File: src/sv/rtwa_pkg.sv
`timescale 1ns / 1ps
`default_nettype none
// ----------------------------------------------------------------------------
// rtwa_pkg
// Types and constants shared by the rain tip window accumulator modules.
// ----------------------------------------------------------------------------
package rtwa_pkg;

	localparam logic [1:0] REG_DEBOUNCE = 2'd0;
	localparam logic [1:0] REG_WINDOW   = 2'd1;
	localparam logic [1:0] REG_RAIN     = 2'd2;

	localparam logic [15:0] DEBOUNCE_RESET = 16'd500;
	localparam logic [31:0] WINDOW_RESET   = 32'd3600000;
	localparam logic [7:0]  RAIN_RESET     = 8'd11;

	localparam logic [8:0]  HOUR_TIPS_MAX = 9'h1FF;
	localparam logic [15:0] HOUR_RAIN_MAX = 16'hFFFF;

	typedef struct packed {
		logic        command;
		logic [31:0] time_ms;
		logic [4:0]  day_of_month;
	} rtwa_in_t;

	typedef struct packed {
		logic [8:0]  hour_tips;
		logic [15:0] hour_rain_milli;
		logic [31:0] day_rain_milli;
		logic        tip_accepted;
		logic        overflow_flag;
	} rtwa_out_t;

	typedef struct packed {
		logic [15:0] debounce_ms;
		logic [31:0] window_ms;
		logic [7:0]  rain_per_tip;
	} rtwa_cfg_t;

	typedef enum logic [2:0] {
		ST_IDLE,
		ST_READ,
		ST_CHECK,
		ST_UPDATE,
		ST_RESULT
	} rtwa_state_t;

endpackage
`default_nettype wire

File: src/sv/rtwa_ctrl.sv
`timescale 1ns / 1ps
`default_nettype none
// ----------------------------------------------------------------------------
// rtwa_ctrl
// Sequencer: expires old tips from the ring, applies a tip and forms the result.
// ----------------------------------------------------------------------------
module rtwa_ctrl #(
	parameter int RING_DEPTH = 256,
	parameter int AW         = 8,
	parameter int CW         = 9
) (
	input  wire logic                clk,
	input  wire logic                arst_n,
	input  wire rtwa_pkg::rtwa_cfg_t cfg,
	input  wire logic                in_valid,
	output logic                     in_stall,
	input  wire rtwa_pkg::rtwa_in_t  in_data,
	output logic                     out_valid,
	input  wire logic                out_stall,
	output rtwa_pkg::rtwa_out_t      out_data,
	output logic                     mem_we,
	output logic [AW-1:0]            mem_waddr,
	output logic [31:0]              mem_wdata,
	output logic                     mem_re,
	output logic [AW-1:0]            mem_raddr,
	input  wire logic [31:0]         mem_rdata
);

	localparam int SW = AW + 1;
	localparam int PW = CW + 8;
	localparam int XW = PW + 16;
	localparam int TW = CW + 9;

	rtwa_pkg::rtwa_state_t state_q, state_d;
	rtwa_pkg::rtwa_in_t    item_q;

	logic [AW-1:0] head_q;
	logic [CW-1:0] count_q;
	logic [31:0]   last_tip_q;
	logic [4:0]    prev_day_q;
	logic [31:0]   day_total_q;
	logic          accepted_q;
	logic          overflow_q;
	logic          out_valid_q;
	rtwa_pkg::rtwa_out_t out_q;

	logic          in_fire;
	logic          expire;
	logic          accept;
	logic          full;
	logic          out_free;
	logic [31:0]   elapsed;
	logic [31:0]   age;
	logic [AW-1:0] head_next;
	logic [SW-1:0] slot_sum;
	logic [AW-1:0] slot;
	logic [31:0]   day_base;
	logic [32:0]   day_sum;
	logic [PW-1:0] prod;
	logic [XW-1:0] prod_x;
	logic [TW-1:0] tips_x;

	assign in_fire  = in_valid && !in_stall;
	assign out_free = !out_valid_q || !out_stall;
	assign age      = item_q.time_ms - mem_rdata;
	assign expire   = age > cfg.window_ms;
	assign elapsed  = item_q.time_ms - last_tip_q;
	assign accept   = item_q.command && (elapsed > {16'd0, cfg.debounce_ms});
	assign full     = count_q == CW'(RING_DEPTH);
	assign head_next = (head_q == AW'(RING_DEPTH - 1)) ? '0 : head_q + AW'(1);

	// With a full ring the oldest entry is overwritten in place.
	assign slot_sum = SW'(head_q) + SW'(count_q);
	always_comb begin
		if (full) begin
			slot = head_q;
		end else if (slot_sum >= SW'(RING_DEPTH)) begin
			slot = AW'(slot_sum - SW'(RING_DEPTH));
		end else begin
			slot = slot_sum[AW-1:0];
		end
	end

	assign day_base = (item_q.day_of_month != prev_day_q) ? 32'd0 : day_total_q;
	assign day_sum  = {1'b0, day_base} + 33'(cfg.rain_per_tip);
	assign prod     = PW'(count_q) * PW'(cfg.rain_per_tip);
	assign prod_x   = XW'(prod);
	assign tips_x   = TW'(count_q);

	// Next state.
	always_comb begin
		state_d = state_q;
		case (state_q)
			rtwa_pkg::ST_IDLE: begin
				if (in_fire) begin
					state_d = rtwa_pkg::ST_READ;
				end
			end
			rtwa_pkg::ST_READ: begin
				state_d = (count_q != '0) ? rtwa_pkg::ST_CHECK : rtwa_pkg::ST_UPDATE;
			end
			rtwa_pkg::ST_CHECK: begin
				state_d = expire ? rtwa_pkg::ST_READ : rtwa_pkg::ST_UPDATE;
			end
			rtwa_pkg::ST_UPDATE: begin
				state_d = rtwa_pkg::ST_RESULT;
			end
			rtwa_pkg::ST_RESULT: begin
				if (out_free) begin
					state_d = rtwa_pkg::ST_IDLE;
				end
			end
			default: begin
				state_d = rtwa_pkg::ST_IDLE;
			end
		endcase
	end

	// Outputs of the sequencer.
	always_comb begin
		in_stall  = 1'b1;
		mem_re    = 1'b0;
		mem_we    = 1'b0;
		case (state_q)
			rtwa_pkg::ST_IDLE: begin
				in_stall = 1'b0;
			end
			rtwa_pkg::ST_READ: begin
				mem_re = count_q != '0;
			end
			rtwa_pkg::ST_UPDATE: begin
				mem_we = accept;
			end
			default: begin
				in_stall = 1'b1;
			end
		endcase
	end

	assign mem_raddr = head_q;
	assign mem_waddr = slot;
	assign mem_wdata = item_q.time_ms;
	assign out_valid = out_valid_q;
	assign out_data  = out_q;

	always_ff @(posedge clk or negedge arst_n) begin
		if (!arst_n) begin
			state_q <= rtwa_pkg::ST_IDLE;
		end else begin
			state_q <= state_d;
		end
	end

	always_ff @(posedge clk) begin
		if (in_fire) begin
			item_q <= in_data;
		end
	end

	always_ff @(posedge clk or negedge arst_n) begin
		if (!arst_n) begin
			head_q      <= '0;
			count_q     <= '0;
			last_tip_q  <= '0;
			prev_day_q  <= '0;
			day_total_q <= '0;
			accepted_q  <= 1'b0;
			overflow_q  <= 1'b0;
		end else begin
			if (state_q == rtwa_pkg::ST_CHECK && expire) begin
				head_q  <= head_next;
				count_q <= count_q - CW'(1);
			end
			if (state_q == rtwa_pkg::ST_UPDATE) begin
				accepted_q <= accept;
				overflow_q <= accept && full;
				if (accept) begin
					if (full) begin
						head_q <= head_next;
					end else begin
						count_q <= count_q + CW'(1);
					end
					last_tip_q  <= item_q.time_ms;
					prev_day_q  <= item_q.day_of_month;
					day_total_q <= day_sum[32] ? '1 : day_sum[31:0];
				end
			end
		end
	end

	always_ff @(posedge clk or negedge arst_n) begin
		if (!arst_n) begin
			out_valid_q <= 1'b0;
		end else if (state_q == rtwa_pkg::ST_RESULT && out_free) begin
			out_valid_q <= 1'b1;
		end else if (!out_stall) begin
			out_valid_q <= 1'b0;
		end
	end

	always_ff @(posedge clk) begin
		if (state_q == rtwa_pkg::ST_RESULT && out_free) begin
			out_q.hour_tips <= (tips_x > TW'(rtwa_pkg::HOUR_TIPS_MAX)) ?
				rtwa_pkg::HOUR_TIPS_MAX : tips_x[8:0];
			out_q.hour_rain_milli <= (prod_x > XW'(rtwa_pkg::HOUR_RAIN_MAX)) ?
				rtwa_pkg::HOUR_RAIN_MAX : prod_x[15:0];
			out_q.day_rain_milli <= day_total_q;
			out_q.tip_accepted   <= accepted_q;
			out_q.overflow_flag  <= overflow_q;
		end
	end

	a_count_bound: assert property (@(posedge clk) disable iff (!arst_n)
		count_q <= CW'(RING_DEPTH))
		else $error("ring count exceeds ring depth");

	a_head_bound: assert property (@(posedge clk) disable iff (!arst_n)
		head_q <= AW'(RING_DEPTH - 1))
		else $error("ring head outside ring");

	a_check_after_read: assert property (@(posedge clk) disable iff (!arst_n)
		state_q == rtwa_pkg::ST_CHECK |-> $past(state_q) == rtwa_pkg::ST_READ)
		else $error("entry examined without a read");

	a_overflow_only_full: assert property (@(posedge clk) disable iff (!arst_n)
		state_q == rtwa_pkg::ST_UPDATE && accept && full |=> count_q == $past(count_q))
		else $error("overwrite of oldest entry changed the count");

	a_tip_time_kept: assert property (@(posedge clk) disable iff (!arst_n)
		state_q == rtwa_pkg::ST_UPDATE && accept |=> last_tip_q == $past(item_q.time_ms))
		else $error("accepted tip time not recorded");

endmodule
`default_nettype wire

File: config.mk
export PLATFORM = sky130hd
export DESIGN_NAME = rtwa_ctrl
export DESIGN_NICKNAME = d
export VERILOG_FILES = /design/src/sv/rtwa_pkg.sv /design/src/sv/rtwa_ctrl.sv
export SDC_FILE = /design/constraint.sdc
export NUM_CORES = 1
export LEC_CHECK = 0
export BUFFER_PORTS_ARGS = -buffer_cell sky130_fd_sc_hd__buf_2
export CAP_MARGIN = 15
export CORE_MARGIN = 5
export CORE_UTILIZATION = 49
export CTS_BUF_LIST = sky130_fd_sc_hd__clkbuf_16
export CTS_CLUSTER_DIAMETER = 50
export DETAILED_ROUTE_END_ITERATION = 10
export PLACE_DENSITY_LB_ADDON = 0.15
export RECOVER_POWER = 100
export SLEW_MARGIN = 25
export SYNTH_ARGS = -nofsm -noshare
export SYNTH_HDL_FRONTEND = slang
export SYNTH_SLANG_ARGS = --single-unit
File: constraint.sdc
create_clock -name clk -period 5.54 [get_ports clk]
set_input_delay 1.108 -clock clk [delete_from_list [all_inputs] [get_ports clk]]
set_output_delay 1.108 -clock clk [all_outputs]
set_load 0.01 [all_outputs]
[Yosys cells after proc, flatten, opt, wreduce, memory -nomap -nowiden]
Index checks and enable logic that the tools add are counted.
Operators by class
  $lt $le $gt $ge: 5
  reduce and logical (&&, ||, !) cells: 12
  multipliers: 1
  eq/ne operators: 10
  muxes and demuxes: 23
  $add $sub $neg: 8
Operator list (number)
  32-bit 2-to-1 mux: 2
  32-bit subtractor: 2
  8-bit 2-to-1 mux: 7
  9-bit 2-to-1 mux: 4
  32-bit by 8-bit adder with 33-bit output: 1
  32-bit by 16-bit greater-than comparator with 1-bit output: 1
  32-bit greater-than comparator: 1
  17-bit by 16-bit greater-than comparator with 1-bit output (second input constant): 1
  9-bit by 8-bit multiplier with 17-bit output: 1
  3-bit one-hot mux with 5 select lines: 1
  8-bit by 9-bit adder with 9-bit output: 1
  9-bit by 1-bit adder with 9-bit output (second input constant): 1
  9-bit equality test (second input constant): 1
  9-bit >= comparator (second input constant): 1
  9-bit greater-than comparator (second input constant): 1
  9-bit nonzero test: 1
  9-bit by 1-bit subtractor with 9-bit output (second input constant): 1
  8-bit by 1-bit adder with 8-bit output (second input constant): 1
  8-bit equality test (second input constant): 1
  8-bit by 1-bit subtractor with 8-bit output (second input constant): 1
  3-bit by 2-bit equality test with 1-bit output (second input constant): 2
  1-bit 2-to-1 mux: 6
  3-bit 2-to-1 mux: 2
  1-bit logical AND: 5
  other kinds (10): 13
Word-level totals
  register bits after elaboration: 189
  word-level logic and storage cells: 76
  output and inout port bits: 111
  input port bits: 130

[Longest topological paths before layout]
  depth after elaboration: 7
  mapped depth: 27
  depth with buffers taken out: 25

[Worst setup path before layout]
No wires, ideal clock.
  kind: input port to flip-flop
  start point: in mem_rdata[0]
  end point: reg head_q[7] (netlist: mem_raddr[7])
  data required time: 5.418 ns
  data arrival time: 5.715 ns
  path buffers: 2
  slack: -0.296 ns
  cell stages on the path: 23
  library setup time: 0.122 ns
  cell sequence: ha_1 inv_1 fa_1 a21o_1 a21oi_1 o21a_1 o21ai_0 a2111oi_0 nor3_1 o31ai_1 o21bai_1 a21o_1 a221oi_1 xnor2_1 ha_1 nand4_1 o31ai_1 and3_1 buf_1 o21bai_1 clkbuf_1 nand3_1 a32o_1
On the way
  longest elaborated chain between the ends: 7
Ends and longest elaborated chain
  start, declared: RTL line rtwa_ctrl.sv:26  | input wire logic [31:0] mem_rdata
  32-bit subtractor (*): RTL line rtwa_ctrl.sv:65  | assign age = item_q.time_ms - mem_rdata;
  32-bit greater-than comparator (*): RTL line rtwa_ctrl.sv:66  | assign expire = age > cfg.window_ms;
  1-bit logical AND (*): RTL line rtwa_ctrl.sv:170  | if (state_q == rtwa_pkg::ST_CHECK && expire) begin
  8-bit 2-to-1 mux (*): RTL line rtwa_ctrl.sv:170
  8-bit 2-to-1 mux: RTL line rtwa_ctrl.sv:178  | if (full) begin
  8-bit 2-to-1 mux: RTL line rtwa_ctrl.sv:177  | if (accept) begin
  8-bit 2-to-1 mux (*): RTL line rtwa_ctrl.sv:174  | if (state_q == rtwa_pkg::ST_UPDATE) begin
  end signal, assigned: RTL line rtwa_ctrl.sv:171  | head_q <= head_next;
  end signal, assigned: RTL line rtwa_ctrl.sv:179  | head_q <= head_next;
  end, declared: RTL line rtwa_ctrl.sv:37  | logic [AW-1:0] head_q;
Mark *: on every way between the ends. The rest lies on a longest branch, timed or not.
A chain may end at the register's enable or synchronous reset.

[Worst setup path after layout]
  start point: reg item_q, in the netlist mem_wdata[0]
  end point: out mem_we
On the way
  longest elaborated chain between the ends: 4
Ends and longest elaborated chain
  start, declared: RTL line rtwa_ctrl.sv:35  | rtwa_pkg::rtwa_in_t item_q;
  start signal, assigned: RTL line rtwa_ctrl.sv:156  | item_q <= in_data;
  32-bit subtractor: RTL line rtwa_ctrl.sv:67  | assign elapsed = item_q.time_ms - last_tip_q;
  32-bit by 16-bit greater-than comparator with 1-bit output: RTL line rtwa_ctrl.sv:68  | assign accept = item_q.command && (elapsed > {16'd0, cfg.debounce_ms});
  1-bit logical AND: RTL line rtwa_ctrl.sv:68
  1-bit 2-to-1 mux: RTL line rtwa_ctrl.sv:124  | case (state_q)
  end, declared: RTL line rtwa_ctrl.sv:21  | output logic mem_we,
Every way passes these cells.

==> parameters.txt <==
Parameter                              Value

Synth
  Number of distinct standard cells referenced by the synthesized netlist    81
  Post-Syn Area    approximately 16,000 um2
  Part of the Yosys area used for sequential elements    roughly a third
  Mapped Cells    1,669
  Top FF cell, synth    sky130_fd_sc_hd__edfxtp_1
  Syn Nets    approximately 2,000
  Post-synth EDFFs    97
  Synthesis warning total    0
  Total of flip-flops plus latches after synthesis    between 150 and 200
  Synthesized area per cell    approximately 9.4 um2
  Async set-reset flop share out of synthesis    48.68%

Clock network
  Root buffer cell    sky130_fd_sc_hd__clkbuf_16
  Clock latency on the worst-skew pair    about 0.46 ns
  Clk buf depth    2
  CTS tree    built
  Cts bufs inserted    17
  Clk slew on worst S/H paths    0.08 ns
  Number of buffers inserted for hold repair after clock tree synthesis    0
  H-tree depth    4
  Clock net sink count    189

Worst setup path
  R2R setup slack    between 0.2 and 0.3 ns
  Terminus of the critical flop-to-flop path    mem_raddr[7]
  Crit start category    flop
  Critical path's slowest cell    sky130_fd_sc_hd__edfxtp_1
  Biggest fanout along the worst timing path    3
  Worst reg2reg path depth    27
  Maximum cell stage delay along the critical path    ~0.4 ns
  Worst-path cell chain    inv_2 > ha_4 > inv_2 > fa_2 > a211oi_2 > o211ai_1 > buf_4 > nand2_1 > o211ai_1 > xor2_1 > ha_1 > a21oi_1 > nand2_1 > a21oi_1 > a31oi_2 > a2111oi_2 > nand4_1 > nor4_4 > or2_4 > inv_4 > buf_6
  Worst path arrival time    4.54 ns
  Startpoint of the worst-slack reg-to-reg timing path    mem_wdata[0]
  Type of element capturing the critical path    primary output
  Setup Crit Path Kind    flop to primary output
  Launch point of the worst path    mem_wdata[0]
  Data required time at the worst endpoint    4.43 ns

Final layout
  # fillers    2,867
  Share of cells above drive strength 1    between 10% and 20%
  Synth-to-layout area growth    17.73%
  Most frequent cells in the layout    sky130_fd_sc_hd__inv_1 (203), sky130_fd_sc_hd__ha_1 (161), sky130_fd_sc_hd__buf_2 (130), sky130_fd_sc_hd__clkbuf_1 (116), sky130_fd_sc_hd__buf_4 (107)
  Layout Nets    2,303
  Commonest non-fill, non-tap cell in the layout    sky130_fd_sc_hd__inv_1
  Antenna diodes    0

Placement
  HPWL Detailed    29,900 um
  Final weighted congestion in routability-driven placement    0.9022
  Number of port buffers    240

STA
  Slack of the critical path    -0.1092 ns
  Tightest slew margin relative to the limit    -112.6%
  Shortest clock period the worst path allows after layout    5.649 ns
  Hold WS    0.4564 ns
  Number of endpoints with negative hold slack in the final report    0
  Final number of max-transition violations    109
  Least-Margin Pin Slew    3.189 ns
  Maximum operating frequency    177.0 MHz
  Worst Skew    0.01515 ns
  Setup repair after global routing missed its margin    yes
  Endpoints failing setup    1
  Period utilisation layout    102.0%

Floorplan
  Effective utilization at floorplan    49.63%
  Die boundary height    189 um
  IO Pins    241
  Die area    between 30,000 and 40,000 um2
  Chip width    about 190 um
  Cell Rows    65
  Core Region    31,640 um2

Detailed routing
  First drt pass iteration count    6
  Sum of routed wire length over all layers    38,400 um
  Detailed Route Iter0 Violations    a little over 600
  Avg WL per Cell    16.16 um
  DRC violations left    0
  Average via count per standard cell    approximately 5.4
  Number of antenna-violating nets in the routed design    0
  Via count of the routed design    12,880

Global route
  Overall global routing resource usage    21.40%
  Maximum number of pins on one net before global-route repair    60
  Via count of the first global-routing pass    12,980
  Global-route wire length before repair    63,400 um
  Antenna violations before repair    0
  Overflow after GRT    0

Status
  Violated checks    max-capacitance violations, max-slew violations, negative setup slack
  Status    complete, but fails checks

Worst hold path
  Worst Hold End    out_data[0]
  Hold path start    overflow_q
  Depth of the worst hold-timing path    0
  Class of the worst hold path    flop to flop

Pwr
  Total power divided by cell area    729.8 nW/um2
  Static Leakage    8.578 nW
  Peak supply drop    0.7694 mV
  Post-layout total power    approximately 13 mW

Flow run
  Max-capacitance violation count    2
-- cells in the mapped netlist (all sizes together), types with 26 or more instances --
| cell type | instances | area share, % |
|---|---|---|
| nor2 | 95 | 2.3 |
| nand3 | 28 | 0.89 |
| ha | 166 | 13 |
| fa | 46 | 5.9 |
| xnor2 | 52 | 2.9 |
| o21ai | 90 | 2.9 |
| buf | 49 | 2.3 |
| and2 | 72 | 2.9 |
| dfrtp | 92 | 15 |
| clkbuf | 38 | 0.91 |
| nand2 | 102 | 2.5 |
| nor3 | 26 | 0.83 |
| edfxtp | 97 | 19 |
| inv | 206 | 4.9 |
| xor2 | 33 | 1.8 |
| a21o | 46 | 2.2 |
| mux2 | 38 | 3.4 |
| a21oi | 113 | 3.7 |
-- repair_timing --
action | 4_1_cts | 5_1_grt
gates resized for setup | 20 | 34
setup endpoints to repair | 14 | 33
buffers inserted | 7 | 11
pin swaps | 21 | 38
cloned | 0 | 1
-- per-layer routing --
| layer | vias up | wire [um] | track usage (%) | share of wire [%] |
|---|---|---|---|---|
| met2 | 364 | 19080 | 37.16 | 50 |
| met5 | - | 0 | 0 | 0 |
| met3 | 50 | 1643 | 3.282 | 4.3 |
| met4 | 0 | 769 | 6.166 | 2.0 |
| li1 | 6403 | - | - | - |
| met1 | 6059 | 16910 | 27.83 | 44 |
-- layout make-up --
type | count | area, um2 | area share, %
clock buffer | 17 | 425.4 | 2.301
timing repair buffer | 360 | 1963 | 10.62
inverter | 206 | 775.7 | 4.197
sequential | 189 | 5215 | 28.21
clock inverter | 15 | 155.1 | 0.8394
tap | 402 | 503.0 | 2.721
multi-input combinational | 1187 | 9447 | 51.11
-- critical path: cells and delay by family (launching register included) --
family	cells	cell delay, ns
fa+ha+maj	3	0.81
xor+xnor	1	0.17
compound gates	7	1.44
simple gates	5	0.79
flops	1	0.40
buf+inv	5	0.48
-- flip-flops by register name, indices dropped and copies added (netlist names) --
| name | cells |
|---|---|
| accepted_q | 1 |
| mem_raddr | 8 |
| item_q | 6 |
| mem_wdata | 32 |
| out_data | 59 |
| state_q | 3 |
| count_q | 9 |
| day_total_q | 32 |
| last_tip_q | 32 |
| overflow_q | 1 |
| prev_day_q | 5 |
| out_valid | 1 |
-- metrics by stage --
step | utilization, % | setup WS (ns) | area (um2) | setup TNS (ns) | instances
2_1_floorplan | - | 0.0002744 | 15720 | 0 | 1669
3_3_place_gp | 55.95 | -0.4827 | 17700 | -9.091 | 2324
3_5_place_dp | 56.01 | -0.6747 | 17720 | -13.06 | 2325
4_1_cts | 58.26 | -0.09425 | 18430 | -0.09425 | 2364
5_1_grt | 58.43 | -0.4080 | 18480 | -1.229 | 2376
6_report | 58.43 | -0.1092 | 18480 | -0.1092 | 2376
-- power breakdown --
| group | internal [mW] | switching (mW) | leakage, nW |
|---|---|---|---|
| Clock | 0.600 | 0.615 | 0.279 |
| Sequential | 2.17 | 0.329 | 2.01 |
| Combinational | 4.80 | 4.97 | 6.29 |
| Total | 7.57 | 5.92 | 8.58 |
-- how the worst max path moves through the flow --
stage	to	slack, ns	depth (start not counted)
after floorplan	out_data[38]	0.0003	19
after global placement	count_q[7]	-0.48	22
after detailed placement	count_q[6]	-0.67	23
after CTS	mem_we	-0.09	20
after global routing	mem_we	-0.41	20
final	mem_we	-0.11	21
-- kinds of logic after synthesis --
| group | after synthesis | share of synthesized area [%] |
|---|---|---|
| XOR/XNOR | 85 | 4.742 |
| multiplexers | 44 | 3.801 |
| buffers and inverters | 293 | 8.153 |
| AND/OR/NAND/NOR | 452 | 14.98 |
| AO/OA/AOI/OAI | 394 | 16.01 |
| flip-flops | 189 | 33.22 |
| adder cells (fa/ha/maj) | 212 | 19.09 |
(Power assumes the default switching activity.)
